[src/sv/twsu_pkg.sv]
`default_nettype none

package twsu_pkg;

  localparam int WHEEL_SLOTS_DEF = 1024;
  localparam int MAX_TIMERS_DEF  = 64;

  localparam int DELAY_W  = 16;
  localparam int HANDLE_W = 6;
  localparam int KIND_W   = 3;
  localparam int TICK_W   = 32;
  localparam int LINK_W   = HANDLE_W + 1;

  // result kinds
  localparam logic [KIND_W-1:0] KIND_ADDED     = 3'd0;
  localparam logic [KIND_W-1:0] KIND_TOO_FAR   = 3'd1;
  localparam logic [KIND_W-1:0] KIND_POOL_FULL = 3'd2;
  localparam logic [KIND_W-1:0] KIND_EXPIRED   = 3'd3;
  localparam logic [KIND_W-1:0] KIND_EMPTY     = 3'd4;

  // slot head or list link: valid flag over a handle
  typedef struct packed {
    logic                valid;
    logic [HANDLE_W-1:0] handle;
  } link_t;

  typedef struct packed {
    logic                set;
    logic [HANDLE_W-1:0] set_h;
    logic                clr;
    logic [HANDLE_W-1:0] clr_h;
  } pool_cmd_t;

  typedef struct packed {
    logic                full;
    logic [HANDLE_W-1:0] free_h;
  } pool_stat_t;

endpackage

`default_nettype wire

[src/sv/twsu_slot_unit.sv]
`default_nettype none

module twsu_slot_unit #(
  parameter int WHEEL_SLOTS = 1024,
  parameter int SW          = 10
) (
  input  wire logic [twsu_pkg::TICK_W-1:0]  tick_count,
  input  wire logic [SW-1:0]                now_slot,
  input  wire logic [twsu_pkg::DELAY_W-1:0] addend,
  output logic      [twsu_pkg::TICK_W-1:0]  tick_sum,
  output logic      [SW-1:0]                slot_sum
);

  localparam logic [16:0] SLOTS = 17'(WHEEL_SLOTS);

  logic [32:0] wide;
  logic [16:0] near;
  logic [16:0] near_wrap;

  // now_slot tracks tick_count mod slots; a carry out of the 32-bit counter
  // leaves a wrapped sum below the addend, which is already the slot
  always_comb begin
    wide      = {1'b0, tick_count} + 33'(addend);
    near      = 17'(now_slot) + 17'(addend);
    near_wrap = near - SLOTS;
    tick_sum  = wide[31:0];
    if (wide[32]) begin
      slot_sum = wide[SW-1:0];
    end else if (near >= SLOTS) begin
      slot_sum = near_wrap[SW-1:0];
    end else begin
      slot_sum = near[SW-1:0];
    end
  end

endmodule

`default_nettype wire

[config.mk]
export PLATFORM = sky130hd
export DESIGN_NAME = twsu_slot_unit
export DESIGN_NICKNAME = d
export VERILOG_FILES = /design/src/sv/twsu_pkg.sv /design/src/sv/twsu_slot_unit.sv
export SDC_FILE = /design/constraint.sdc
export NUM_CORES = 1
export LEC_CHECK = 0
export BUFFER_PORTS_ARGS = -buffer_cell sky130_fd_sc_hd__buf_2
export CAP_MARGIN = 10
export CORE_MARGIN = 4
export CORE_UTILIZATION = 25
export DETAILED_ROUTE_END_ITERATION = 10
export PLACE_DENSITY_LB_ADDON = 0.08
export SLEW_MARGIN = 20
export SYNTH_ARGS = -nofsm -noshare
export SYNTH_HDL_FRONTEND = slang
export SYNTH_SLANG_ARGS = --single-unit
export TNS_END_PERCENT = 10
[constraint.sdc]
create_clock -name vclk -period 6.6
set_clock_uncertainty 0.15 [all_clocks]
set_input_delay 1.32 -clock vclk [all_inputs]
set_output_delay 1.32 -clock vclk [all_outputs]
set_load 0.05 [all_outputs]
==> metrics.md <==
| Metric | Value |
|---|---|
| Status | finished, final reports clean |
| Tightest Pin Transition | 591 ps |
| Crit-path max FO | 10 |
| Worst Setup Start Kind | primary input |
| Most common cell after layout, fill and taps aside | buf_2 |
| Leading cell types in the layout, fill and taps excluded | buf_2 (100), ha_1 (25), xnor2_1 (23) |
| Count of cell types in the netlist | 49 |
| Final ANT Viol Nets | 0 |
| First-pass GRT wire length | 9.02 mm |
| Max Cap Viol | 0 |
| Die width | 91.0 µm |
| M1 WL | 2.63 mm |
| Largest area contributor in the netlist | ha_1 |
| NumNets Final | 413 |
| Final WS setup | 1320 ps |
| Leakage power | 1.08 nW |
| Synth Cell Area | 1720 µm² |
| Layout clock buffer count | 0 |
| Post-synth top area share | 18.2% |
| Port bufs | 100 |
| Routed WL | 5.53 mm |
| Full die area | 8280 µm² |
| Routability cong. | 0.764 |
| DPL Wire Length | 4.91 mm |
| Vias in the first global route | 1,978 |
| Critical Path AT | 3810 ps |
| Multi-input gate area | 1680 µm² |
| Die Y | 91.0 µm |
| Mean Syn Cell Area | 7.49 µm² |
| Final Critical Period | 5280 ps |
| Total grt overflow | 0 |
| WL/cell | 13.7 µm |
| Final setup viols | 0 |
| Pre-CTS setup slack | 1300 ps |
| DRT Pass-1 Iters | 4 |
| Tcrit/Tclk final | 80.0% |
| PD cells | 156 nW/µm² |
| Mapped Cells | 230 |
| Layout cells sized above 1 | 34.7% |
| VDD IR max | 0.0885 mV |
| Worst EP required | 5130 ps |
| Area of the core | 6530 µm² |
| All-layer global routing usage | 12.3% |
| Worst hold path class | primary input to primary output |
| Initial antenna violation count | 0 |
| Post-CTS sizing | 0 |
| Crit path launch | tick_count[0] |
| Register area | 0 µm² |
| Largest net degree at the start of global routing | 11 |
| CP endpoint | slot_sum[3] |
| Sequential cell count | 0 |
| Met3 WL | 388 µm |
| Setup crit end kind | primary output |
| Top cells by area, synth | ha_1 (18%), xnor2_1 (12%), xor2_1 (6.1%) |
| Starting density of the core | 26.4% |
| Routed vias/inst | 5.15 |
| Fmax | 190 MHz |
| Synth Net Count | 315 |
| Hold Startpoint | tick_count[26] |
| Via count | 2,074 |
| WS Path Type | primary input to primary output |
| Synth Warn # | 0 |
| # hold bufs at CTS | 0 |
| DRC errors left | 0 |
| RSZ-0062 raised after global routing | false |
| Routed met2 length | 2.51 mm |
| Top Layer Used | met3 |
| Max-slew violations | 0 |
| # Post-CTS Setup Buffers | 0 |
| Final TNS setup | 0 ps |
| Max-Slew Margin vs Limit | 60.4% |
| Layout area overhead | 33.8% |
| Inserted Diodes | 0 |
| Placement Rows | 29 |
| # fillers | 725 |
| Hold Vio Cnt, Final | 0 |
| IO Pins | 100 |
| Starting DRC count in detailed routing | 57 |
| Min Hold Slack | 2850 ps |
| Sequential share of the synthesized area | 0% |
==> worst min-delay path by stage <==
stage                         endpoint  slack, ps  depth (start not counted)
after detailed placement  tick_sum[26]       2850                          3
after global placement    tick_sum[26]       2850                          3
after global routing      tick_sum[26]       2880                          3
final                     tick_sum[26]       2850                          3
after CTS                 tick_sum[26]       2850                          3
after floorplan           tick_sum[17]       2760                          1
==> cell usage after synthesis (all sizes together) (2+ instances only) <==
master and number:
a211oi 4, a21o 7, a21oi 21, a32o 2, and3 3, and4 4, clkbuf 4, fa 2
ha 25, inv 8, mux2 10, nand2 17, nand3 17, nand4 9, nand4b 2, nor2 17
nor3 5, o211ai 2, o21ai 9, o21bai 4, o41ai 2, or3 2, xnor2 23, xor2 12
==> cell families after synthesis <==
kind of cell | count (synthesis) | share of synthesized area [%]
and+or+nand+nor | 83 | 25.9
AOI/OAI and AO/OA | 62 | 26.0
xor gates and xnor gates | 35 | 17.8
adders and majority gates | 27 | 20.5
buffers and inverters | 12 | 2.62
muxes | 11 | 7.12
==> through the flow <==
step,power (mW),utilization (%),area [µm²],instances
floorplan,0.274,-,1720,230
finish,0.359,35.3,2300,403
CTS,0.362,35.3,2300,403
global route,0.385,35.3,2300,403
detailed placement,0.360,35.3,2300,403
global placement,0.362,35.3,2300,403
==> area by class of cell <==
cell class                 count  share of cell area (%)
timing repair buffer         100                    21.7
multi-input combinational    218                    72.8
inverter                       8                    1.30
tap                           77                    4.18
==> where the power goes <==
part,internal [mW],total [mW],switching [mW],leakage (nW)
clock,0,0,0,0
combinational,0.106,0.359,0.253,1.08
sequential,0,0,0,0
total,0.106,0.359,0.253,1.08
==> critical path, stage by stage <==
cell and delay [ps]:
buf_2 100, ha_1 220, fa_1 410, a21oi_1 250, o221ai_2 180, a31oi_2 350
o21ai_4 160, nand4_4 230, mux2_1 350, buf_2 220
==> per-layer routing <==
| layer | vias up | GRT usage (%) |
|---|---|---|
| met5 | - | 0 |
| met4 | 0 | 0 |
| met3 | 0 | 1.32 |
| met2 | 80 | 20.8 |
| met1 | 916 | 17.8 |
| li1 | 1078 | - |
(Power assumes the default switching activity.)
