$ cat config.mk
export PLATFORM = sky130hd
export DESIGN_NAME = twsu_ram
export DESIGN_NICKNAME = d
export VERILOG_FILES = /design/src/sv/twsu_ram.sv
export SDC_FILE = /design/constraint.sdc
export NUM_CORES = 1
export LEC_CHECK = 0
export ABC_AREA = 0
export ABC_CLOCK_PERIOD_IN_PS = 5500
export BUFFER_PORTS_ARGS = -buffer_cell sky130_fd_sc_hd__buf_4
export CORE_MARGIN = 3
export CORE_UTILIZATION = 45
export DETAILED_ROUTE_END_ITERATION = 16
export GPL_ROUTABILITY_DRIVEN = 1
export MAX_ROUTING_LAYER = met4
export PLACE_DENSITY = 0.64
export SYNTH_ARGS = -nofsm -noshare
export SYNTH_HDL_FRONTEND = slang
export SYNTH_SLANG_ARGS = --single-unit
$ cat constraint.sdc
create_clock -name clk -period 5.5 [get_ports clk]
set_input_delay 0.825 -clock clk [delete_from_list [all_inputs] [get_ports clk]]
set_output_delay 0.825 -clock clk [all_outputs]
set_load 0.02 [all_outputs]
$ cat src/sv/twsu_ram.sv
`default_nettype none

module twsu_ram #(
  parameter int DEPTH = 64,
  parameter int AW    = 6,
  parameter int DW    = 7
) (
  input  wire logic          clk,
  input  wire logic          we,
  input  wire logic          re,
  input  wire logic [AW-1:0] addr,
  input  wire logic [DW-1:0] wdata,
  output logic      [DW-1:0] rdata
);

  logic [DW-1:0] mem [DEPTH];

  always_ff @(posedge clk) begin
    if (we) begin
      mem[addr] <= wdata;
    end
    if (re) begin
      rdata <= mem[addr];
    end
  end

endmodule

`default_nettype wire

==> results.ini, run 1 <==
[critical_path]
end_kind=register
start_kind=primary input
cp_slowest_stage_delay_ps=1010
regToRegEndpoint=rdata[6]
slowest_stage=nor2_4
criticalPathCategory=primary input to register
worstPathMaxFanout=40
cp_top_family=simple AND/OR/NAND/NOR gates
worstPathRequired_ps=5680
critPathArrivalTime_ps=3740
path_cells=buf_4 > nor2_4 > nand3_1 > nor2_1
r2r_start=mem[51][6]
critical_path_buf_inv_count=1
reg2reg_slack_ps=3210
reg2reg_depth=6

[detailed_routing]
firstDrtPassIters=5
drt_iter0_markers=1445
via_per_inst=6.339
num_vias=10155
wl_per_cell_um=29.33
ant_nets=0
drt-total-wl_um=46990
drt_drc_violations_left=0

[cts]
cts_buffers=46
cts-root-buf=clkbuf_16
cts_tree=built
cts_resized=0
clk_latency_ps=570
clk_pin_slew_ps=60
cts.sinks=455
cts_hold_buf=0
cts_max_level=2
clock_path_buffers=3
cts_setup_buffers=0

[finish]
drive_above_1_share=0.1442
nets=1064
syn2layout_area_growth_pct=11.50

[timing]
setup_viol=0
fin_skew_ps=23.82
finalHoldViolations=0
setup_ws_ps=1942
rsz0062_at_grt=false
max_freq_ghz=0.2810
report.final.slew_viol_count=0
fin_crit_ps=3558
fin_tns_setup_ps=0
finalCritPeriodShare=0.6470
slew_headroom=0.1616
whs_ps=566.4
tightest_slew_ps=1255

[pwr]
vdd_ir_drop_max_v=0.0002494
p_leak_uw=0.006202
powerDensity_nw_per_um2=370.8

[synth]
synth_cell_types=50
synth_seq_cells=455
synth_seq_area_share=0.7675
yosys_warnings=0
synth_top_area_cell=edfxtp_1
synth_most_common_cell=edfxtp_1
synthArstFlopShare=0
syn_inst=1033
mappedNetlistNets=1049
yosys-top-cells-area=edfxtp_1 77%, a22oi_1 2.9%, a221oi_1 2.4%
syn-cell-area_sq_um=17800
yosys.area.top_type_share=0.7675
synth_top_cells_by_count=455 x edfxtp_1, 85 x nor2_1, 69 x a22oi_1, 49 x a221oi_1, 38 x buf_2
synth-edff-count=455
syn_area_per_cell_sq_um=17.23
ys.flop_type=edfxtp_1

[global_routing]
antenna_found_initial=2
grt_pass1_wl_um=68190
grt.met1_usage=0.3120
use_met2=0.3380
track_usage=0.2313
grt_pass1_vias=9789
busiest_layer=met2
met3_usage=0.05832
grt_start_max_net_pins=72
grt.overflow.total=0

[hold_path]
whs_path_depth=1
min_path_type=primary input to register
whs_endpoint=rdata[1]
hold_start=re

[place]
place_worst_setup_slack_ps=1431
hpwl_um=27510
numPortBuffers=22
gp_congestion=0.8743

[die]
start_util=0.4585
die_area_sq_um=41980
die_w_um=204.9
core_area_sq_um=38830
row_count=72
io_pins=23
die_y_um=204.9

[run]
maxCapViolations=0

[outcome]
status=finished, final reports clean

## cell usage in the layout, fill, tap and decap left out, types with 3 or more instances in the layout
cell	instances
o221ai_1	7
nor2b_1	3
bufinv_16	6
nand3_1	8
a221oi_1	49
nand2_1	34
mux2i_1	37
edfxtp_1	455
o21ai_0	24
a211oi_1	5
clkinv_1	10
a31oi_1	8
mux4_2	14
buf_4	40
clkbuf_1	8
a21oi_1	33
mux2_2	28
and2b_1	3
nor3_1	14
o211ai_1	6
nor2_1	82
o22ai_1	19
a22o_1	13
mux4_1	6
a22oi_1	69
clkbuf_16	46
or3_1	7
clkinv_2	9
## through the flow
step	total power, uW	utilization	std cells	cell area, sq um
2_1_floorplan	4141	-	1033	17800
3_3_place_gp	4323	0.4728	1518	18360
3_5_place_dp	4326	0.4729	1518	18360
4_1_cts	7388	0.5111	1600	19840
5_1_grt	7559	0.5112	1602	19850
6_report	7360	0.5112	1602	19850
## state kept, by name, summed over array words and instances (netlist names)
signal / cells
mem: 448
rdata: 7
## power breakdown
group	leakage, uW	switching (uW)	internal (uW)
sequential	0.00410	11.7	3850
combinational	0.00138	285	113
clock	0.000724	1290	1820
total	0.00620	1580	5780
## cells by family after synthesis
group / synth area share
AND/OR/NAND/NOR: 0.04231
multiplexers: 0.06508
flip-flops: 0.7675
buffers and inverters: 0.02446
AO/OA/AOI/OAI: 0.1006
## area by class of cell
type,count,area [sq um]
well taps,518,648.1
clock inverters,28,301.5
clock buffers,54,1181
diodes,2,5.005
fillers,3130,18980
repair buffers,41,320.3
multi-input cells,502,3722
flip-flops and latches,455,13660
inverters,2,7.507
## worst max path at each step
stage / startpoint / to / slack [ps] / cells after the start
global route: addr[0] / mem[0][0] / 1880 / 4
CTS: addr[0] / mem[4][0] / 2010 / 4
global placement: addr[0] / mem[4][0] / 1500 / 4
detailed placement: addr[0] / mem[48][2] / 1430 / 4
finish: addr[0] / mem[4][0] / 1940 / 4
floorplan: addr[0] / rdata[2] / 2910 / 6
## metal layers
layer	routed length, um	up-vias	share of wire
met5	0	-	0
met4	1977	0	0.042
met3	4927	115	0.10
met2	21500	629	0.46
met1	18590	5141	0.40
li1	-	4270	-
(Power assumes the default switching activity.)
==> run 2: changes to the inputs <==
--- a/config.mk
+++ b/config.mk
@@ -6,14 +6,14 @@
 export NUM_CORES = 1
 export LEC_CHECK = 0
 export ABC_AREA = 0
-export ABC_CLOCK_PERIOD_IN_PS = 5500
+export ABC_CLOCK_PERIOD_IN_PS = 3100
 export BUFFER_PORTS_ARGS = -buffer_cell sky130_fd_sc_hd__buf_4
 export CORE_MARGIN = 3
 export CORE_UTILIZATION = 45
 export DETAILED_ROUTE_END_ITERATION = 16
 export GPL_ROUTABILITY_DRIVEN = 1
 export MAX_ROUTING_LAYER = met4
-export PLACE_DENSITY = 0.64
+export PLACE_DENSITY = 0.66
 export SYNTH_ARGS = -nofsm -noshare
 export SYNTH_HDL_FRONTEND = slang
 export SYNTH_SLANG_ARGS = --single-unit
==> constraint.sdc (replaced) <==
create_clock -name clk -period 3.1 [get_ports clk]
set_input_delay 0.465 -clock clk [delete_from_list [all_inputs] [get_ports clk]]
set_output_delay 0.465 -clock clk [all_outputs]
set_load 0.02 [all_outputs]
==> run 2 against run 1 <==
Sequential power rose by 77%. Critical path type unchanged. Total power rose by 85%. Clock skew rose by 1.4 ps. Global-route usage rose by 0.54 points. Final cell count rose by 6.5%. Critical endpoint is now rdata[4]. Largest power group unchanged. Worst hold slack got worse by 340 ps.
==> results.ini, run 2 (same netlist as run 1, synthesis figures left out) <==
[critical_path]
critPathArrivalTime_ps=2850
cpMostUsedCell=buf_4
worstPathRequired_ps=3410
worstPathMaxFanout=19
end_kind=register
start_kind=primary input
slowest_stage=or4_1
criticalPathCategory=primary input to register
path_cells=buf_4 > buf_4 > mux2_2 > a32o_1 > a221oi_1 > o21ai_0 > or4_1
cp_slowest_stage_delay_ps=530

[detailed_routing]
drt_drc_violations_left=0
firstDrtPassIters=5
via_per_inst=6.215
drt-total-wl_um=48030
wl_per_cell_um=28.15
ant_nets=0
drt_iter0_markers=1370
num_vias=10602

[timing]
tightest_slew_ps=1153
report.final.slew_viol_count=0
fin_skew_ps=25.20
finalHoldViolations=0
fin_crit_ps=2538
fin_tns_setup_ps=0
max_freq_ghz=0.3939
setup_viol=0
slew_headroom=0.2288
finalCritPeriodShare=0.8189
whs_ps=228.6
setup_ws_ps=561.5
rsz0062_at_grt=false

[die]
start_util=0.4585
die_y_um=204.9
row_count=72
die_w_um=204.9
io_pins=23
die_area_sq_um=41980
core_area_sq_um=38830

[place]
place_worst_setup_slack_ps=-146.5
numPortBuffers=22
gp_congestion=0.9792
hpwl_um=30350

[global_routing]
grt_pass1_wl_um=70500
track_usage=0.2366
grt_pass1_vias=10391
antenna_found_initial=1
grt_start_max_net_pins=65
grt.overflow.total=0

[cts]
cts_max_level=2
cts.sinks=455
cts_resized=0
cts_hold_buf=0
clk_pin_slew_ps=70
cts-root-buf=clkbuf_16
clk_latency_ps=560
cts_setup_buffers=0
cts_buffers=46
clock_path_buffers=3
cts_tree=built

[finish]
syn2layout_area_growth_pct=17.27
layout_common_cells=455 x edfxtp_1, 132 x buf_4, 83 x nor2_1
utilization=0.5377
final_common_cell=edfxtp_1
drive_above_1_share=0.2190
largest_register_ffs=448
nets=1165
largestRegisters=mem: 448 flops, rdata: 7 flops
top_register=mem
nFillCells=3053

[pwr]
vdd_ir_drop_max_v=0.0003655
powerDensity_nw_per_um2=652.2
p_leak_uw=0.006809

[outcome]
status=finished, final reports clean

[hold_path]
min_path_type=primary input to register

[run]
maxCapViolations=0

run 2: changes by cell type in the layout (fill, tap and decap cells not counted), sizes merged:
cell | previous run | this run
clkinvlp | 2 | 5
buf | 41 | 142
clkbuf | 54 | 55
clkinv | 20 | 17
inv | 2 | 1
diode | 2 | 1
bufinv | 6 | 10
run 2: metal layers:
| metal | part of all wire | GRT usage | wire length, um |
|---|---|---|---|
| met1 | 0.40 | 0.3224 | 19020 |
| met2 | 0.46 | 0.3564 | 21960 |
| met3 | 0.11 | 0.05451 | 5190 |
| met4 | 0.039 | 0.07835 | 1855 |
| met5 | 0 | - | 0 |
run 2: worst paths after layout:
check                           startpoint        to  slack [ps]  cells after the start
worst max-delay path               addr[2]  rdata[4]         560                      7
worst min-delay path                    re  rdata[6]         230                      1
worst max register to register   mem[4][4]  rdata[4]         860                      5
worst min register to register  mem[24][0]  rdata[0]         760                      3
run 2: final cells by class:
cell class,count,area [sq um],share of cell area
clock buffers,55,1249,0.05981
flip-flops and latches,455,13660,0.6545
repair buffers,142,1182,0.05664
multi-input cells,502,3720,0.1782
diodes,1,2.502,0.0001199
well taps,518,648.1,0.03105
inverters,2,7.507,0.0003596
clock inverters,31,404.1,0.01936
run 2: metrics by stage:
| stage | total power [uW] | instance area, sq um | std cells |
|---|---|---|---|
| finish | 13620 | 20880 | 1706 |
| detailed placement | 7741 | 19210 | 1618 |
| CTS | 13660 | 20860 | 1704 |
| global placement | 7733 | 19210 | 1618 |
| floorplan | 7348 | 17800 | 1033 |
| global route | 13960 | 20880 | 1706 |
run 2: critical path, delay by kind of cell:
kind,cells,cell delay (ps)
compound gates,3,840
buf+inv,2,610
mux,1,380
simple gates,1,530
run 2: where the power goes:
part	internal, uW	switching (uW)
sequential	6830	20.9
clock	3700	2290
combinational	259	519
==> run 3: changes to the inputs <==
--- a/config.mk
+++ b/config.mk
@@ -6,14 +6,14 @@
 export NUM_CORES = 1
 export LEC_CHECK = 0
 export ABC_AREA = 0
-export ABC_CLOCK_PERIOD_IN_PS = 3100
+export ABC_CLOCK_PERIOD_IN_PS = 2600
 export BUFFER_PORTS_ARGS = -buffer_cell sky130_fd_sc_hd__buf_4
 export CORE_MARGIN = 3
 export CORE_UTILIZATION = 45
 export DETAILED_ROUTE_END_ITERATION = 16
 export GPL_ROUTABILITY_DRIVEN = 1
 export MAX_ROUTING_LAYER = met4
-export PLACE_DENSITY = 0.66
+export PLACE_DENSITY = 0.64
 export SYNTH_ARGS = -nofsm -noshare
 export SYNTH_HDL_FRONTEND = slang
 export SYNTH_SLANG_ARGS = --single-unit
==> constraint.sdc (replaced) <==
create_clock -name clk -period 2.6 [get_ports clk]
set_input_delay 0.39 -clock clk [delete_from_list [all_inputs] [get_ports clk]]
set_output_delay 0.39 -clock clk [all_outputs]
set_load 0.02 [all_outputs]
==> run 3 against run 2 <==
Final cell count is 3.9% higher. Total power is 14% higher. Sequential cell count stayed put. Clock-buffer cell count is 1 higher. Critical endpoint is now rdata[3].
==> results.ini, run 3 (same netlist as run 1, synthesis figures left out) <==
[cts]
cts-root-buf=clkbuf_16
clock_path_buffers=3
cts_buffers=46
clk_pin_slew_ps=60
cts_hold_buf=0
cts_setup_buffers=0
cts_resized=0
cts.sinks=455
cts_tree=built
clk_latency_ps=550
cts_max_level=2

[place]
numPortBuffers=22
place_area_sq_um=19870
hpwl_um=31470
gp_congestion=0.9903

[timing]
finalHoldViolations=0
tightest_slew_ps=789.1
report.final.slew_viol_count=0
slew_headroom=0.4739
fin_tns_setup_ps=0
fin_crit_ps=2534
rsz0062_at_grt=false
max_freq_ghz=0.3946
whs_ps=170.5
finalCritPeriodShare=0.9746
setup_viol=0
fin_skew_ps=9.841

[detailed_routing]
drt_iter0_markers=1316
via_per_inst=6.036
ant_nets=0
firstDrtPassIters=5
num_vias=10695
drt_drc_violations_left=0
drt-total-wl_um=48120
wl_per_cell_um=27.16

[global_routing]
busiest_layer=met2
antenna_found_initial=0
grt.met1_usage=0.3276
grt_pass1_vias=10631
met3_usage=0.05339
track_usage=0.2388
grt_pass1_wl_um=70880
grt_start_max_net_pins=65
grt.overflow.total=0
use_met2=0.3554

[finish]
syn2layout_area_growth_pct=19.67
final_common_cell=edfxtp_1
top_register=mem
n_antenna_cell=0
layout_common_cells=455 x edfxtp_1, 198 x buf_4, 83 x nor2_1
largestRegisters=mem: 448 flops, rdata: 7 flops
nets=1238
drive_above_1_share=0.2592
utilization=0.5487
largest_register_ffs=448
fin_area_sq_um=21300

[critical_path]
r2r_start=mem[4][3]
start_kind=primary input
worstPathMaxFanout=21
cp-startpoint=addr[0]
worstPathRequired_ps=2870
criticalPathCategory=primary input to register
critPathArrivalTime_ps=2810
end_kind=register

[pwr]
vdd_ir_drop_max_v=0.0004417
powerDensity_nw_per_um2=726.6
p_leak_uw=0.007130

[hold_path]
hold_start=re
min_path_type=primary input to register

[die]
die_y_um=204.9
row_count=72
die_w_um=204.9
io_pins=23
core_area_sq_um=38830
start_util=0.4585
die_area_sq_um=41980

[outcome]
status=finished, final reports clean

[run]
maxCapViolations=0

## run 3: changes by cell type in the layout (fill, tap and decap cells not counted), sizes merged
cell | previous run | this run
clkbuf | 55 | 56
clkinvlp | 5 | 0
diode | 1 | 0
buf | 142 | 215
clkinv | 17 | 21
bufinv | 10 | 3
inv | 1 | 2
## run 3: cell type report
cell class | instances | area (sq um)
clock inverter | 24 | 186.4
inverter | 2 | 7.507
sequential | 455 | 13660
fill | 3026 | 17520
tap | 518 | 648.1
timing repair buffer | 215 | 1827
multi-input combinational | 502 | 3720
clock buffer | 56 | 1252
## run 3: final timing paths
kind / to / slack (ps) / cells past startpoint
setup / recovery: rdata[3] / 70 / 10
hold / removal: rdata[3] / 170 / 1
setup reg to reg: rdata[3] / 310 / 6
hold reg to reg: rdata[4] / 850 / 3
## run 3: per-stage QoR
step | std cells | total power (uW) | worst slack [ps]
floorplan | 1033 | 8761 | 449.1
global placement | 1692 | 9302 | -545.7
detailed placement | 1692 | 9311 | -420.6
CTS | 1772 | 15560 | 143.2
global route | 1772 | 15940 | 35.78
finish | 1772 | 15480 | 66.03
## run 3: layer usage
| metal | up-vias | part of all wire |
|---|---|---|
| li1 | 4606 | - |
| met1 | 5394 | 0.40 |
| met2 | 603 | 0.46 |
| met3 | 92 | 0.10 |
| met4 | 0 | 0.037 |
| met5 | - | 0 |
## run 3: critical path, stage by stage
cell	delay, ps
buf_4	200
buf_4	190
and2_2	210
buf_12	170
buf_4	170
a221oi_1	290
a21oi_1	70
o21ai_0	470
o21ai_0	190
or3_1	450
## run 3: power breakdown
group	total (uW)	internal (uW)	switching, uW
combinational	1010	375	631
clock	6310	3700	2610
sequential	8160	8140	25.3
