`src/sv/twsu_pkg.sv`:
```
`default_nettype none

package twsu_pkg;

  localparam int WHEEL_SLOTS_DEF = 1024;
  localparam int MAX_TIMERS_DEF  = 64;

  localparam int DELAY_W  = 16;
  localparam int HANDLE_W = 6;
  localparam int KIND_W   = 3;
  localparam int TICK_W   = 32;
  localparam int LINK_W   = HANDLE_W + 1;

  // result kinds
  localparam logic [KIND_W-1:0] KIND_ADDED     = 3'd0;
  localparam logic [KIND_W-1:0] KIND_TOO_FAR   = 3'd1;
  localparam logic [KIND_W-1:0] KIND_POOL_FULL = 3'd2;
  localparam logic [KIND_W-1:0] KIND_EXPIRED   = 3'd3;
  localparam logic [KIND_W-1:0] KIND_EMPTY     = 3'd4;

  // slot head or list link: valid flag over a handle
  typedef struct packed {
    logic                valid;
    logic [HANDLE_W-1:0] handle;
  } link_t;

  typedef struct packed {
    logic                set;
    logic [HANDLE_W-1:0] set_h;
    logic                clr;
    logic [HANDLE_W-1:0] clr_h;
  } pool_cmd_t;

  typedef struct packed {
    logic                full;
    logic [HANDLE_W-1:0] free_h;
  } pool_stat_t;

endpackage

`default_nettype wire

```
`src/sv/twsu_pool.sv`:
```
`default_nettype none

module twsu_pool #(
  parameter int MAX_TIMERS = 64,
  parameter int HW         = 6
) (
  input  wire logic                   clk,
  input  wire logic                   rst,
  input  wire twsu_pkg::pool_cmd_t    cmd,
  output twsu_pkg::pool_stat_t        stat
);

  logic [MAX_TIMERS-1:0] in_use;

  // lowest free handle wins
  always_comb begin
    stat.full   = 1'b1;
    stat.free_h = '0;
    for (int i = MAX_TIMERS - 1; i >= 0; i--) begin
      if (!in_use[i]) begin
        stat.full   = 1'b0;
        stat.free_h = twsu_pkg::HANDLE_W'(i);
      end
    end
  end

  always_ff @(posedge clk) begin
    if (rst) begin
      in_use <= '0;
    end else begin
      if (cmd.set) begin
        in_use[cmd.set_h[HW-1:0]] <= 1'b1;
      end
      if (cmd.clr) begin
        in_use[cmd.clr_h[HW-1:0]] <= 1'b0;
      end
    end
  end

  a_set_free: assert property (@(posedge clk) disable iff (rst)
    cmd.set |-> !in_use[cmd.set_h[HW-1:0]])
    else $error("allocating a handle already in use");

  a_clr_used: assert property (@(posedge clk) disable iff (rst)
    cmd.clr |-> in_use[cmd.clr_h[HW-1:0]])
    else $error("releasing a handle not in use");

  a_one_op: assert property (@(posedge clk) disable iff (rst)
    !(cmd.set && cmd.clr))
    else $error("allocate and release in the same cycle");

endmodule

`default_nettype wire

```
`config.mk`:
```
export PLATFORM = sky130hd
export DESIGN_NAME = twsu_pool
export DESIGN_NICKNAME = d
export VERILOG_FILES = /design/src/sv/twsu_pkg.sv /design/src/sv/twsu_pool.sv
export SDC_FILE = /design/constraint.sdc
export NUM_CORES = 1
export LEC_CHECK = 0
export BUFFER_PORTS_ARGS = -buffer_cell sky130_fd_sc_hd__buf_2
export CORE_MARGIN = 2
export CORE_UTILIZATION = 59
export DETAILED_ROUTE_END_ITERATION = 16
export GPL_TIMING_DRIVEN = 0
export HOLD_SLACK_MARGIN = 0.08
export PLACE_DENSITY = 0.79
export SYNTH_ARGS = -nofsm -noshare
export SYNTH_HDL_FRONTEND = slang
export SYNTH_SLANG_ARGS = --single-unit
```
`constraint.sdc`:
```
create_clock -name clk -period 2.05 [get_ports clk]
set_clock_uncertainty 0.15 [all_clocks]
set_input_delay 0.3075 -clock clk [delete_from_list [all_inputs] [get_ports clk]]
set_output_delay 0.3075 -clock clk [all_outputs]
set_load 0.005 [all_outputs]
```
==> results of run 1 <==
metal layers:
| metal | GRT usage | wire [microns] | vias up |
|---|---|---|---|
| li1 | - | - | 1746 |
| met1 | 0.4950 | 4410 | 1828 |
| met2 | 0.6176 | 5665 | 319 |
| met3 | 0.06448 | 1391 | 63 |
| met4 | 0.2052 | 531 | 0 |
| met5 | 0 | 0 | - |
final timing paths:
path,end,slack (ps),cells after the start
hold reg to reg,in_use[52],380,2
setup / recovery,stat[2],-310,7
setup reg to reg,in_use[59],1040,2
hold / removal,in_use[46],120,2
cells in the mapped netlist (all sizes together) (3+ instances only):
| cell type | instances |
|---|---|
| nor2 | 58 |
| a21oi | 74 |
| nor2b | 4 |
| o21bai | 3 |
| o21ai | 12 |
| inv | 12 |
| nand3 | 17 |
| nor4 | 5 |
| nand2b | 11 |
| buf | 9 |
| nand2 | 35 |
| a311oi | 4 |
| and3b | 3 |
| or3 | 3 |
| a31oi | 4 |
| nand4 | 17 |
| nand3b | 3 |
| nor3 | 36 |
| dfxtp | 64 |
| a211oi | 36 |
| clkbuf | 10 |
| nor3b | 5 |
logic make-up after synthesis:
group / Yosys count
simple gates: 206
compound gates: 145
flops: 64
buf+inv: 31
where the power goes:
group | total, mW | switching [mW] | internal, mW
clock | 1.22 | 0.481 | 0.743
sequential | 1.25 | 0.0123 | 1.24
combinational | 0.191 | 0.143 | 0.0482
cell type report:
class	count	area share
Tap cell	72	0.02189
Inverter	12	0.01095
Clock inverter	3	0.01581
Multi-Input combinational cell	351	0.5184
Timing Repair Buffer	30	0.04439
Buffer	19	0.01946
Clock buffer	12	0.03770
Sequential cell	64	0.3314
per-stage QoR:
step,hold slack (ps),setup WS [ps],util
floorplan,342.7,391.2,-
global placement,360.8,-32.31,0.6433
detailed placement,365.7,-103.1,0.6433
CTS,128.0,-257.5,0.7262
global route,155.6,-315.3,0.7473
finish,118.2,-307.1,0.7473
timing repair:
action | in CTS | in global routing
pin swaps | 23 | 11
hold endpoints to repair | 0 | 0
setup endpoints to repair | 7 | 7
gates resized for setup | 73 | 25
buffers inserted | 8 | 5
hold buffers | 0 | 0
==> out/metrics.yaml, run 1 <==
dpl_cell_area_sq_um: 3542
cp_cell_sequence: "nand4_1 > nor2b_1 > o21bai_1 > a211oi_2 > o21ai_2 > o41ai_2 > buf_2"
path_buf_inv: 1
cts_root_buffer: "clkbuf_8"
areaGrowthSynthToFinish_pct: 22.22
tritoncts: "built"
drc: 0
finalHoldViolations: 0
wire_per_inst_microns: 21.31
grt_pass1_wl_microns: 18310
drive_gt1_frac: 0.2851
synth_top_cell_by_area: "dfxtp_1"
netlist_area_sq_um: 3367
synth_fa_ha_area_frac: 0
setup_tns_ps: -1456
status: "finished with violations"
synth-simple-area-share: 0.3177
final_common_cell: "a21oi_1"
clkSlewWorstSetupHoldPaths_ps: 70
arrival_ps: 1900
synth_enable_flop_cells: 0
cts.path.max_buffers: 2
row_count: 27
report.final.slew_viol_count: 0
start_kind: "register"
synth_top_area_share: 0.3805
setup_viol: 7
synth-seq-area-share: 0.3805
design.die.area_sq_um: 6327
gp_congestion: 0.9337
grt_usage: 0.3852
fin_ws_ps: -307.1
top_regs: "in_use (64)"
final_cell_mix: "72 x a21oi_1, 50 x nor2_1, 36 x dfxtp_2, 33 x nor3_1, 32 x a211oi_1"
vias_per_cell: 7.027
vias: 3956
wirelength_microns: 12000
p_leak_nw: 1.271
slew_headroom: 0.2528
grt_pass1_vias: 3583
timing.fmax_mhz: 424.3
n_fill_cell: 406
synth.area.mux_share: 0
placed_cells: 535
antenna_found_initial: 0
max-vdd-ir-drop_mv: 0.4619
synthesis.instances: 446
core_area_sq_um: 5507
instances_no_fill: 563
clkLatencyLatePin_ps: 350
dieHeight_microns: 79.54
dr.first_iter.drc_count: 614
place_hpwl_microns: 7432
ys_warn_count: 0
cts.sinks: 64
worst_ep_required_time_ps: 1590
crit_path_start: "in_use[60]"
overflow: 0
io_buffers: 17
setup.worst_path.end_class: "primary output"
synth_top_family_by_area: "simple AND/OR/NAND/NOR gates"
cp_top_family: "compound AO/OA/AOI/OAI gates"
cts.htree.levels: 3
critical_path.max_stage_delay_ps: 340
drtAntennaViolNets: 0
rr_startpoint: "in_use[59]"
fin_area_sq_um: 4115
power_mw: 2.668
synthFlopType: "dfxtp_1"
period_share: 1.150
nNetsFinal: 503
maxCapViolations: 0
synthXorXnorAreaFrac: 0
largest_register_ffs: 64
antenna_cells: 0
pin_count: 23
fin_crit_ps: 2357
syn-num-nets: 462
synth_area_leaders: "dfxtp_1 38%, a21oi_1 11%, a211oi_1 8.0%"
tightest_slew_ps: 1117
hp-class: "in -> reg"
synthArstFlopShare: 0
rsz0062_at_grt: "true"
multi_input_area_sq_um: 2133
synth-seq-cells: 64
grt_max_degree: 11
initial_utilization: 0.6115
crit_fanout: 4
cts_buffers: 9
p_per_area_nw_per_um2: 648.3
regMostFlops: "in_use"
regArea_sq_um: 1364
die_w_microns: 79.54
crit_slowest_cell: "dfxtp_2"
first_pass_iters: 6
synth-compound-area-share: 0.2646
synthDistinctLibCells: 45
synth_area_per_cell_sq_um: 7.549
violations: "negative setup slack"
worstSetupPathType: "reg -> out"
worstHoldStart: "cmd[1]"
Note: power is estimated with default switching activity, not from simulation.
==> run 2: changes to the inputs <==
--- a/config.mk
+++ b/config.mk
@@ -5,13 +5,13 @@
 export SDC_FILE = /design/constraint.sdc
 export NUM_CORES = 1
 export LEC_CHECK = 0
+export ABC_AREA = 1
 export BUFFER_PORTS_ARGS = -buffer_cell sky130_fd_sc_hd__buf_2
-export CORE_MARGIN = 2
 export CORE_UTILIZATION = 59
 export DETAILED_ROUTE_END_ITERATION = 16
 export GPL_TIMING_DRIVEN = 0
 export HOLD_SLACK_MARGIN = 0.08
-export PLACE_DENSITY = 0.79
+export PLACE_DENSITY = 0.74
 export SYNTH_ARGS = -nofsm -noshare
 export SYNTH_HDL_FRONTEND = slang
 export SYNTH_SLANG_ARGS = --single-unit
==> run 2 against run 1 <==
Against the previous run: the run ends with max-capacitance violations, negative setup slack left; clock power is 13% lower; critical endpoint is now stat[0]; via count is 4.7% lower; combinational power is 7% lower; utilization is 2.2 points lower; die area is 9.9% lower; routed wire length is 11% lower; critical path depth is 57 higher; synthesized cell count is 11% higher; synthesized area is 5.4% lower; sequential power hardly changed.
==> out/metrics.yaml, run 2 <==
status: "finished with violations"
violations: "max-capacitance violations, negative setup slack"
p_int_mw: 1.839  # -9.5%
critical_path.max_stage_delay_ps: 330  # about the same
clkSlewWorstSetupHoldPaths_ps: 70  # about the same
worstSetupPathType: "reg -> out"
synth_area_per_cell_sq_um: 6.435  # -15%
drc: 0  # unchanged
crit_fanout: 2  # -2
areaGrowthSynthToFinish_pct: 17.09
wire_per_inst_microns: 17.58  # -18%
crit_slowest_cell: "dfxtp_2"
die_w_microns: 75.48  # -5.1%
overflow: 0  # unchanged
worst_ep_required_time_ps: 1590  # about the same
hp-class: "in -> reg"
synth_top_cell_by_area: "dfxtp_1"
p_comb_frac: 0.071  # about the same
cts.htree.levels: 3  # unchanged
setup_viol: 7  # unchanged
netlist_area_sq_um: 3186  # -5.4%
grt_pass1_wl_microns: 15800  # -14%
synth_enable_flop_cells: 0  # unchanged
final_common_cell: "nand2_1"
finalHoldViolations: 0  # unchanged
synthArstFlopShare: 0  # unchanged
cts_root_buffer: "clkbuf_8"
first_pass_iters: 6  # unchanged
dr.first_iter.drc_count: 524  # -15%
max-vdd-ir-drop_mv: 0.5445  # +18%
place_ws_ps: -2030  # -1927 ps
nNetsFinal: 549  # +9.1%
synth_top_area_share: 0.4022  # +0.02167
regMostFlops: "in_use"
fin_crit_ps: 4544  # +2186 ps
synthDistinctLibCells: 18  # -60%
period_share: 2.216  # +1.067
antenna_cells: 0  # unchanged
synthFlopType: "dfxtp_1"
setup.worst_path.end_class: "primary output"
arrival_ps: 4090  # +2190 ps
gp_congestion: 0.9644  # +3.3%
synth-seq-cells: 64  # unchanged
report.final.slew_viol_count: 0  # unchanged
grt_pass1_vias: 3162  # -12%
vias_per_cell: 6.201  # -12%
cts.sinks: 64  # unchanged
row_count: 26  # -3.7%
synth_most_common_cell: "nand2_1"
final_cell_mix: "98 x nand2_1, 87 x nor2_1, 78 x nor3_1, 65 x a21oi_1, 49 x dfxtp_1"
initial_utilization: 0.6198  # +0.008314
synth-seq-area-share: 0.4022  # +0.02167
setup_tns_ps: -6205  # -4749 ps
place_hpwl_microns: 6945  # -6.6%
syn-num-nets: 511  # +11%
grt_max_degree: 12  # +1
clkLatencyLatePin_ps: 350  # about the same
grt_usage: 0.3869  # +0.001710
synth_area_leaders: "dfxtp_1 40%, nor3_1 13%, nand2_1 12%"
drive_gt1_frac: 0.1561  # -0.1290
clkPwrFrac: 0.425  # -0.034
tritoncts: "built"
core_area_sq_um: 5140  # -6.7%
instances_no_fill: 608  # +8.0%
tightest_slew_ps: 1460  # +343.5 ps
p_leak_nw: 1.263  # -0.59%
cts_buffers: 9  # unchanged
cts.path.max_buffers: 2  # unchanged
design.die.area_sq_um: 5697  # -9.9%
synthesis.instances: 495  # +11%
grt_util_met2: 0.5784  # -0.03927
rsz0062_at_grt: "true"
vias: 3770  # -4.7%
pin_count: 23  # unchanged
start_kind: "register"
dieHeight_microns: 75.48  # -5.1%
wirelength_microns: 10690  # -11%
fin_ws_ps: -2494  # -2186 ps
timing.fmax_mhz: 220.1  # -48%
globalRouteMet1Util: 0.5119  # +0.01689
grt_use_met3: 0.07937  # +0.01489
holdBufCountCts: 0  # unchanged
netSwitchingFraction: 0.2647  # +0.02627
ys_warn_count: 0  # unchanged
crit_top_cell: "nand2_1"
finalCoreUtilization: 0.7257  # -0.02167
maxCapViolations: 1  # +1
io_buffers: 20  # +3
antenna_found_initial: 0  # unchanged
placed_cells: 585  # +9.3%
p_per_area_nw_per_um2: 670.7  # +3.5%
slew_headroom: 0.01902  # -0.2337
grt.busiest_layer: "met2"
top_regs: "in_use (64)"
drtAntennaViolNets: 0  # unchanged
ys_top_cells_by_count: "102 x nand2_1, 94 x nor2_1, 80 x nor3_1"
largest_register_ffs: 64  # unchanged
switching_power_uw: 662.2  # +4.1%
seqPwrFrac: 0.504  # +0.034
[run 2: layout make-up]
| type | count | area (sq um) |
|---|---|---|
| Tap cell | 70 | 87.58 |
| Buffer | 8 | 30.03 |
| Timing Repair Buffer | 27 | 163.9 |
| Clock buffer | 9 | 123.9 |
| Multi-Input combinational cell | 397 | 1864 |
| Sequential cell | 64 | 1300 |
| Clock inverter | 7 | 62.56 |
| Fill cell | 470 | 1410 |
| Inverter | 26 | 97.59 |
[run 2: critical path: cells and delay by family (launching register included)]
family | cells | cell delay [ps]
buffers and inverters | 2 | 170
DFF | 1 | 330
AOI/OAI and AO/OA | 1 | 130
and+or+nand+nor | 61 | 3080
[run 2: final timing paths]
check | from | to | slack [ps] | cells past startpoint
setup / recovery | in_use[63] | stat[0] | -2490 | 64
hold reg to reg | in_use[41] | in_use[41] | 380 | 2
setup reg to reg | in_use[63] | in_use[63] | 1040 | 4
hold / removal | cmd[6] | in_use[46] | 110 | 2
[run 2: cell families (layout without fill, tap and decap cells)]
family                 Yosys count  in the layout  share of synthesized area
AO/OA/AOI/OAI                   81             81                     0.1324
buffers and inverters           34             77                    0.04006
flip-flops                      64             64                     0.4022
AND/OR/NAND/NOR                316            316                     0.4254
[run 2: stage by stage]
stage	hold slack [ps]	power, mW	instance area, sq um
2_1_floorplan	266.3	1.383	3188
3_3_place_gp	357.6	1.451	3376
3_5_place_dp	363.7	1.455	3376
4_1_cts	90.02	2.494	3679
5_1_grt	121.2	2.553	3730
6_report	108.7	2.502	3730
[run 2: metal layers]
layer	vias to the layer above	part of all wire
li1	1759	-
met1	1675	0.39
met2	274	0.44
met3	62	0.12
met4	0	0.050
met5	-	0
[run 2: what timing repair did]
action	CTS	global route
pin swaps	10	29
cloned	0	0
endpoints found under the setup margin	7	8
setup buffers	5	2
gates resized for setup	33	13
[run 2: power by group through the flow]
stage / Clock (mW) / Sequential [mW] / Combinational [mW]
global placement: 0 / 1.29 / 0.163
global route: 1.11 / 1.26 / 0.187
detailed placement: 0 / 1.29 / 0.166
CTS: 1.07 / 1.26 / 0.168
floorplan: 0 / 1.29 / 0.0961
finish: 1.06 / 1.26 / 0.177
==> run 3: changes to the inputs <==
--- a/config.mk
+++ b/config.mk
@@ -7,8 +7,10 @@
 export LEC_CHECK = 0
 export ABC_AREA = 1
 export BUFFER_PORTS_ARGS = -buffer_cell sky130_fd_sc_hd__buf_2
+export CORE_MARGIN = 2
 export CORE_UTILIZATION = 59
 export DETAILED_ROUTE_END_ITERATION = 16
+export GPL_ROUTABILITY_DRIVEN = 0
 export GPL_TIMING_DRIVEN = 0
 export HOLD_SLACK_MARGIN = 0.08
 export PLACE_DENSITY = 0.74
==> run 3 against run 2 <==
Against the previous run: the flow finishes with violations (max-capacitance violations, max-slew violations, negative setup slack); sequential power barely moved; clock power barely moved; sequential share of layout area fell by 0.35 points; die area rose by 5.4%; total power fell by 0.12%; first-iteration DRC count fell by 19%; flip-flop and latch count did not move; combinational power barely moved; cell area rose by 2.1%; routed wire length barely moved; critical endpoint unchanged; largest cell class unchanged.
==> out/metrics.yaml, run 3 (same netlist as run 2, synthesis figures left out) <==
status: "finished with violations"
worstSetupPathType: "reg -> out"
report.final.slew_viol_count: 8  # +8
fin_crit_ps: 4540  # -3.950 ps
timing.fmax_mhz: 220.3  # about the same
finalHoldViolations: 0  # unchanged
cts.path.max_buffers: 2  # unchanged
row_count: 26  # unchanged
max-vdd-ir-drop_mv: 0.6546  # +20%
setup.worst_path.end_class: "primary output"
crit_fanout: 2  # unchanged
arrival_ps: 4080  # about the same
design.die.area_sq_um: 6003  # +5.4%
drtAntennaViolNets: 0  # unchanged
final_cell_mix: "97 x nand2_1, 87 x nor2_1, 77 x nor3_1, 66 x a21oi_1, 40 x dfxtp_1"
areaGrowthSynthToFinish_pct: 19.52
grt_pass1_wl_microns: 16060  # +1.7%
vias: 3784  # +0.37%
grt_pass1_vias: 3277  # +3.6%
grt_usage: 0.3511  # -0.03583
slew_headroom: -0.01701  # -0.03603
overflow: 0  # unchanged
cts.htree.levels: 3  # unchanged
path_buf_inv: 2  # unchanged
top_regs: "in_use (64)"
dr.first_iter.drc_count: 423  # -19%
hp-class: "in -> reg"
crit_top_cell: "nand2_1"
maxCapViolations: 2  # +1
initial_utilization: 0.6159  # -0.003898
hold_slack_ps: 89.89  # -18.84 ps
wire_per_inst_microns: 17.45  # -0.73%
n_fill_cell: 436  # -7.2%
tightest_slew_ps: 1514  # +53.63 ps
grt_max_degree: 12  # unchanged
regMostFlops: "in_use"
p_per_area_nw_per_um2: 656.3  # -2.2%
die_w_microns: 77.48  # +2.6%
start_kind: "register"
crit_slowest_cell: "dfxtp_2"
finalCoreUtilization: 0.7361  # +0.01043
critical_path.max_stage_delay_ps: 320  # about the same
antenna_found_initial: 0  # unchanged
nNetsFinal: 553  # +0.73%
fin_ws_ps: -2490  # +3.950 ps
worst_ep_required_time_ps: 1590  # about the same
fin_area_sq_um: 3807  # +2.1%
tritoncts: "built"
period_share: 2.214  # about the same
drc: 0  # unchanged
cp_top_family: "simple AND/OR/NAND/NOR gates"
p_leak_nw: 1.300  # +3.0%
dieHeight_microns: 77.48  # +2.6%
cts.sinks: 64  # unchanged
cts_buffers: 9  # unchanged
cts_root_buffer: "clkbuf_8"
wirelength_microns: 10680  # about the same
rsz0062_at_grt: "true"
final_common_cell: "nand2_1"
clkSlewWorstSetupHoldPaths_ps: 70  # about the same
drive_gt1_frac: 0.1845  # +0.02837
setup_viol: 7  # unchanged
power_mw: 2.499  # -0.12%
violations: "max-capacitance violations, max-slew violations, negative setup slack"
vias_per_cell: 6.183  # -0.28%
core_area_sq_um: 5172  # +0.63%
antenna_cells: 0  # unchanged
place_hpwl_microns: 6743  # -2.9%
setup_tns_ps: -5620  # +585.1 ps
largest_register_ffs: 64  # unchanged
clkLatencyLatePin_ps: 340  # about the same
io_buffers: 20  # unchanged
first_pass_iters: 5  # -1
pin_count: 23  # unchanged
dpl_cell_area_sq_um: 3376  # unchanged
## run 3: where the power goes
part           internal (mW)  switching [mW]  total, mW
Clock                  0.555           0.508       1.06
Combinational         0.0379           0.138      0.176
Sequential              1.25         0.00854       1.26
Total                   1.84           0.655       2.50
## run 3: final timing paths
path | from | end | slack [ps] | cells after the start
hold / removal | cmd[6] | in_use[46] | 90 | 2
setup / recovery | in_use[63] | stat[0] | -2490 | 64
hold reg to reg | in_use[28] | in_use[28] | 370 | 2
setup reg to reg | in_use[62] | in_use[62] | 1050 | 4
## run 3: timing repair
item	in CTS	in global routing
gates resized for setup	19	44
endpoints found under the setup margin	7	9
hold buffers	0	0
buffers inserted	6	7
pin swaps	8	11
## run 3: layout make-up
class,instances,area [sq um],area share
buffer,8,30.03,0.007887
clock buffer,10,127.6,0.03352
clock inverter,6,60.06,0.01577
inverter,26,97.59,0.02563
multi-input combinational,397,1901,0.4992
sequential,64,1314,0.3451
tap,70,87.58,0.02300
timing repair buffer,31,190.2,0.04995
## run 3: worst reg2reg max path, cell delays in order, from the launching register on
cell	delay [ps]
dfxtp_2	330
buf_6	110
buf_6	100
a21oi_1	110
nor3_1	60
## run 3: stage by stage
step | instances | worst slack [ps]
floorplan | 495 | -1486
global placement | 585 | -2005
detailed placement | 585 | -2008
CTS | 607 | -2411
global route | 612 | -3096
finish | 612 | -2490
## run 3: routing by layer
metal	wire (microns)	part of all wire	global-route usage
met1	4318	0.40	0.4771
met3	1176	0.11	0.05000
met4	471	0.044	0.1857
met5	0	0	0
met2	4714	0.44	0.5417
